## src/rtl/core/smss_pkg.sv

```systemverilog
// smss_pkg: shared constants, codes and types of the sorted multiset store
// no dependencies; imported by the cell, the top level, both checkers and the testbench
`default_nettype none

package smss_pkg;

    // storage geometry
    localparam int CAPACITY = 64;
    localparam int DATA_W   = 32;
    localparam int REQ_W    = 2;
    localparam int CNT_W    = $clog2(CAPACITY + 1);
    localparam int IDX_W    = $clog2(CAPACITY);
    localparam int CNTO_W   = 7;

    // request codes
    localparam logic [REQ_W-1:0] REQ_INSERT  = 2'd0;
    localparam logic [REQ_W-1:0] REQ_DELETE  = 2'd1;
    localparam logic [REQ_W-1:0] REQ_READOUT = 2'd2;

    // cell operation codes
    localparam logic [1:0] OP_HOLD   = 2'd0;
    localparam logic [1:0] OP_INSERT = 2'd1;
    localparam logic [1:0] OP_DELETE = 2'd2;
    localparam logic [1:0] OP_ROTATE = 2'd3;

    // broadcast control to every cell of the row
    typedef struct packed {
        logic [1:0]        op;
        logic [DATA_W-1:0] value;
    } t_cell_ctrl;

endpackage

`default_nettype wire

```

## src/rtl/core/smss_cell.sv

```systemverilog
// smss_cell: one storage cell of the sorted row, compares against the
// broadcast value and shifts to or from its neighbors; uses smss_pkg
`default_nettype none

module smss_cell import smss_pkg::*; (
    input  wire logic              i_clk,
    input  wire t_cell_ctrl        i_ctrl,
    input  wire logic              i_occ,
    input  wire logic              i_tail,
    input  wire logic              i_prev_lt,
    input  wire logic [DATA_W-1:0] i_prev_value,
    input  wire logic [DATA_W-1:0] i_next_value,
    input  wire logic [DATA_W-1:0] i_head_value,
    output logic                   o_lt,
    output logic                   o_eq,
    output logic [DATA_W-1:0]      o_value
);

    logic [DATA_W-1:0] r_value;
    logic [DATA_W-1:0] n_value;

    // signed compare against the broadcast value
    assign o_lt    = i_occ && ($signed(r_value) < $signed(i_ctrl.value));
    assign o_eq    = i_occ && (r_value == i_ctrl.value);
    assign o_value = r_value;

    // next content: keep, open a gap, close a gap or rotate toward the head
    always_comb begin
        n_value = r_value;
        case (i_ctrl.op)
            OP_HOLD: n_value = r_value;
            OP_INSERT: begin
                if (!o_lt) n_value = i_prev_lt ? i_ctrl.value : i_prev_value;
            end
            OP_DELETE: begin
                if (!o_lt) n_value = i_next_value;
            end
            OP_ROTATE: n_value = i_tail ? i_head_value : i_next_value;
            default: n_value = r_value;
        endcase
    end

    always_ff @(posedge i_clk) begin
        r_value <= n_value;
    end

endmodule

`default_nettype wire

```

## config.mk

```make
export PLATFORM = sky130hd
export DESIGN_NAME = smss_cell
export DESIGN_NICKNAME = d
export VERILOG_FILES = /design/src/rtl/core/smss_pkg.sv /design/src/rtl/core/smss_cell.sv
export SDC_FILE = /design/constraint.sdc
export NUM_CORES = 1
export LEC_CHECK = 0
export BUFFER_PORTS_ARGS = -buffer_cell sky130_fd_sc_hd__buf_2
export CORE_UTILIZATION = 43
export DETAILED_ROUTE_END_ITERATION = 12
export PLACE_DENSITY_LB_ADDON = 0.15
export SYNTH_ARGS = -nofsm -noshare
export SYNTH_HDL_FRONTEND = slang
export SYNTH_SLANG_ARGS = --single-unit
```

## constraint.sdc

```tcl
create_clock -name i_clk -period 8.2 [get_ports i_clk]
set_input_delay 0.41 -clock i_clk [delete_from_list [all_inputs] [get_ports i_clk]]
set_output_delay 0.41 -clock i_clk [all_outputs]
set_load 0.01 [all_outputs]
```

======== Word level (Yosys, flattened, before mapping) ========
Cells that the tools add are included.
W data, S select, Z words.
word-level totals
  bits of input ports ..................... 134
  register bits after elaboration ......... 32
  output and inout bits ................... 34
operators by class
  equal/unequal tests ..................... 6
  order comparisons ....................... 1
  muxes and demuxes ....................... 5
  bitwise logic cells ..................... 1
  reduce and logical (&&, ||, !) cells .... 4
operators by type and width
  cell                  count
  $mux W32              4
  $pmux W32 S3          1
  $eq A32 B32 Y1        1
  $lt A32 B32 Y1        1
  $eq A2 B2 Y1 const B  2
  $ne A2 B2 Y1 const B  2
  $reduce_and A3 Y1     1
  $eq A2 B1 Y1 const B  1
  $logic_and A1 B1 Y1   2
  $logic_not A2 Y1      1
  $not A1 Y1            1

======== Logic depth before layout (Yosys ltp) ========
  word-level depth ........................ 4
  mapped depth ............................ 8

======== Worst setup path before layout ========
No wires, ideal clock.
  kind .................................... register to register
  start ................................... register r_value[31] (netlist: o_value[31])
  end ..................................... register r_value[0] (netlist: o_value[0]), enable pin
  setup slack ............................. 4,283 ps
  library setup time ...................... 441 ps
  data arrival time ....................... 3,476 ps
  cell stages (with the launch flop) ...... 7
  clock period less this slack ............ 3,917 ps
  cell sequence ........................... edfxtp_1 -> ha_1 -> nand4_4 -> nor4_4 -> o41a_1 -> nor3_1 -> nor4_2
between the ends
  cells in the longest elaborated chain, start to end .. 4
  elaborated cells between the ends (all ways) .. 5
ends and longest elaborated chain
  what                           line             RTL
  start, declared                smss_cell.sv:19  logic [DATA_W-1:0] r_value;
  start signal, assigned         smss_cell.sv:44  r_value <= n_value;
  $lt A32 B32 Y1 *               smss_cell.sv:23  assign o_lt = i_occ && ($signed(r_value) < $signed(i_ctrl.value));
  $logic_and A1 B1 Y1 *          smss_cell.sv:23
  $ne A2 B2 Y1 (no line)         -
  $reduce_and A3 Y1 (no line) *  -
Mark *: on every way between the ends. The rest lies on a longest branch, timed or not.
A chain may end at the register's enable or synchronous reset.

======== Worst setup path in the final report ========
  start ................................... register r_value[14] (netlist: o_value[14])
  end ..................................... register r_value[12] (netlist: o_value[12]), enable pin
Same word-level chain as after synthesis.

==> flow_summary.yaml <==
outcome:
  status: "complete, no violations"
power:
  internal-power_mw: 0.372
  vdd_ir_drop_max_mv: 0.0854
  power.share.switching_pct: 33.8
  p_seq_share_pct: 41.0
  total_leakage_power_nw: 1.99
  comb_power_share_pct: 38.4
  p_sw_mw: 0.190
  proportion_of_power_drawn_by_the_clock_network_pct: 20.7
  pwr_density_cell_mw_per_mm2: 147
cells_and_area:
  most_common_library_cell_in_the_layout_ignoring_fill_and_taps: "sky130_fd_sc_hd__buf_2"
  largest_register_ffs: 32
  share_of_cells_above_drive_strength_1_pct: 39.2
  nets: 627
  postLayoutCoreUtil_pct: 60.1
  mostFrequentLayoutCells: "167 x sky130_fd_sc_hd__buf_2, 45 x sky130_fd_sc_hd__a21oi_1, 33 x sky130_fd_sc_hd__nor2b_1, 33 x sky130_fd_sc_hd__a211oi_1"
  antenna_cells: 0
  areaGrowthSynthToFinish_pct: 33.6
sta:
  final.period_utilization_pct: 41.2
  tns_ns: 0
  min_period_ns: 3.38
  worst_case_clock_skew_ns: 0.00485
  tightestPinTransition_ns: 1.14
  unrepaired_setup_endpoints_after_global_routing: "false"
  max_clock_freq_mhz: 296
  report.final.setup_viol: 0
  final-hold-violation-count: 0
  slew_headroom_pct: 24.3
  maxSlewViolCount: 0
critical_path:
  crit_path_start_kind: "register"
  crit_path_end_kind: "register"
  critical_path_required_ns: 8.16
  criticalPathCategory: "reg2reg"
  critical_path.max_fanout: 19
  worst-endpoint-arrival_ns: 3.34
die:
  dieHeight_um: 83.7
  die_w_um: 83.7
  floorplan.initialDensity_pct: 45.0
  placement_rows: 29
  fp.coreArea_mm2: 0.00639
  io_pins: 168
  design.die.area_mm2: 0.00701
clock_network:
  ctsRootBufferMaster: "sky130_fd_sc_hd__clkbuf_8"
  cts_htree_levels: 2
  tritoncts_num_sinks: 32
  cts.reportedPaths.clkPinSlew_ns: 0.06
  postCtsSetupBuffers: 0
  clock_tree.buffer_depth: 2
  postCtsHoldBufs: 0
  cts_inserted_buffers: 5
  worstSkewPairLatency_ns: 0.28
  post_cts.resized_instances: 0
  cts_tree: "built"
synthesis:
  netlist_top_cells_area: "sky130_fd_sc_hd__edfxtp_1 33%, sky130_fd_sc_hd__ha_1 14%, sky130_fd_sc_hd__mux2i_1 11%"
  synth.avg_cell_area_um2: 9.48
  ys.warnings.count: 0
  syn_area_mm2: 0.00287
  synth.top_cell.area_share_pct: 33.4
  synth_cell_types: 34
  synth_sequential_area_ratio_pct: 33.4
  yosys.area.top_type: "sky130_fd_sc_hd__edfxtp_1"
  synthesis.nets: 469
  post_synth_inst_count: 303
  register_bit_total_from_synthesis: 32
global_route:
  groute.layer.met3.usage_pct: 5.64
  grt_pass1_vias: 2676
  grt_overflow_total: 0
  initial_antenna_violation_count: 0
  grt_util_all_layers_pct: 21.9
  grt_first_pass_wirelength_um: 12300
  grt_start_max_net_pins: 68
  met1_use_gr_pct: 27.1
  met2_usage_pct: 36.9
  grt_most_used_layer: "met2"
route:
  drc_errors: 0
  drt_wl_total_um: 7550
  route.detailed.wl_per_inst_um: 14.0
  route.antenna.remaining_nets: 0
  via_count: 2794
  drt_pre_antenna_iters: 4
  first_iter_violations: 72
  drt-vias-per-instance: 5.18
run:
  cap_violations: 0
place:
  routabilityCongestion: 0.754
  dp_hpwl_um: 5800
  port_buffers: 167
hold_path:
  timing.hold.worst.class: "in2reg"
[cell families (layout without fill, tap and decap cells)]
logic type / after synthesis / after routing / share of synthesized area [%]
AOI/OAI and AO/OA: 90 / 90 / 19.9
and+or+nand+nor: 68 / 68 / 15.1
buffers and inverters: 49 / 208 / 6.45
adders and majority gates: 32 / 32 / 13.9
muxes: 32 / 32 / 11.1
DFF: 32 / 32 / 33.4
[through the flow]
step / cell area [um^2] / worst slack, ns / instances / total power [mW] / hold slack (ns)
finish: 3840 / 4.82 / 539 / 0.563 / 0.496
global placement: 3760 / 4.76 / 531 / 0.446 / 0.778
global route: 3840 / 4.57 / 539 / 0.601 / 0.502
detailed placement: 3760 / 4.63 / 531 / 0.450 / 0.781
CTS: 3840 / 4.73 / 539 / 0.569 / 0.487
floorplan: 2870 / 4.28 / 303 / 0.360 / 0.663
[worst max-delay path: stages, from the launching register on]
cell and delay, ns:
sky130_fd_sc_hd__edfxtp_1 0.41, sky130_fd_sc_hd__ha_1 0.32, sky130_fd_sc_hd__nand4_1 0.19, sky130_fd_sc_hd__nor4_1 0.37, sky130_fd_sc_hd__a21boi_1 0.21, sky130_fd_sc_hd__o41a_1 0.22, sky130_fd_sc_hd__nor3_1 0.10, sky130_fd_sc_hd__nor4_4 0.83
sky130_fd_sc_hd__buf_4 0.42
[area by class of cell]
type / instances / area [um^2]
repair buffers: 168 / 843
inverters: 32 / 120
clock buffers: 7 / 76.3
flip-flops and latches: 32 / 961
well taps: 77 / 96.3
multi-input cells: 222 / 1740
fillers: 599 / 2550
clock inverters: 1 / 3.75
[final timing paths]
path / startpoint / endpoint / slack (ns) / cells past startpoint
max reg2reg: o_value[14] / o_value[12] / 4.82 / 8
min: i_ctrl[10] / o_value[10] / 0.50 / 3
min reg2reg: o_value[31] / o_value[22] / 1.17 / 5
max: o_value[14] / o_value[12] / 4.82 / 8
[synthesized netlist by cell type, drive strengths merged]
cell,count
o21a,1
mux2i,32
and3,1
inv,32
clkbuf,10
nand4,6
a21o,1
a21boi,1
nand2,9
edfxtp,32
buf,7
o211a,1
nand3b,2
a211oi,33
a221oi,1
o41a,1
ha,32
o211ai,2
nor2b,33
or3,1
a21oi,45
nor3,4
nand3,2
and4,2
nor2,5
o21ai,4
nor4,3
[power by group through the flow]
stage | Combinational [mW] | Clock (mW) | Sequential, mW
floorplan | 0.113 | 0 | 0.247
global placement | 0.213 | 0 | 0.233
detailed placement | 0.217 | 0 | 0.233
CTS | 0.219 | 0.119 | 0.231
global route | 0.242 | 0.126 | 0.234
finish | 0.216 | 0.116 | 0.231
[routing by layer]
layer / up-vias / wire length, um
met3: 17 / 544
li1: 1441 / -
met5: - / 0
met4: 0 / 197
met1: 1222 / 3250
met2: 114 / 3560
Note: power is estimated with default switching activity, not from simulation.
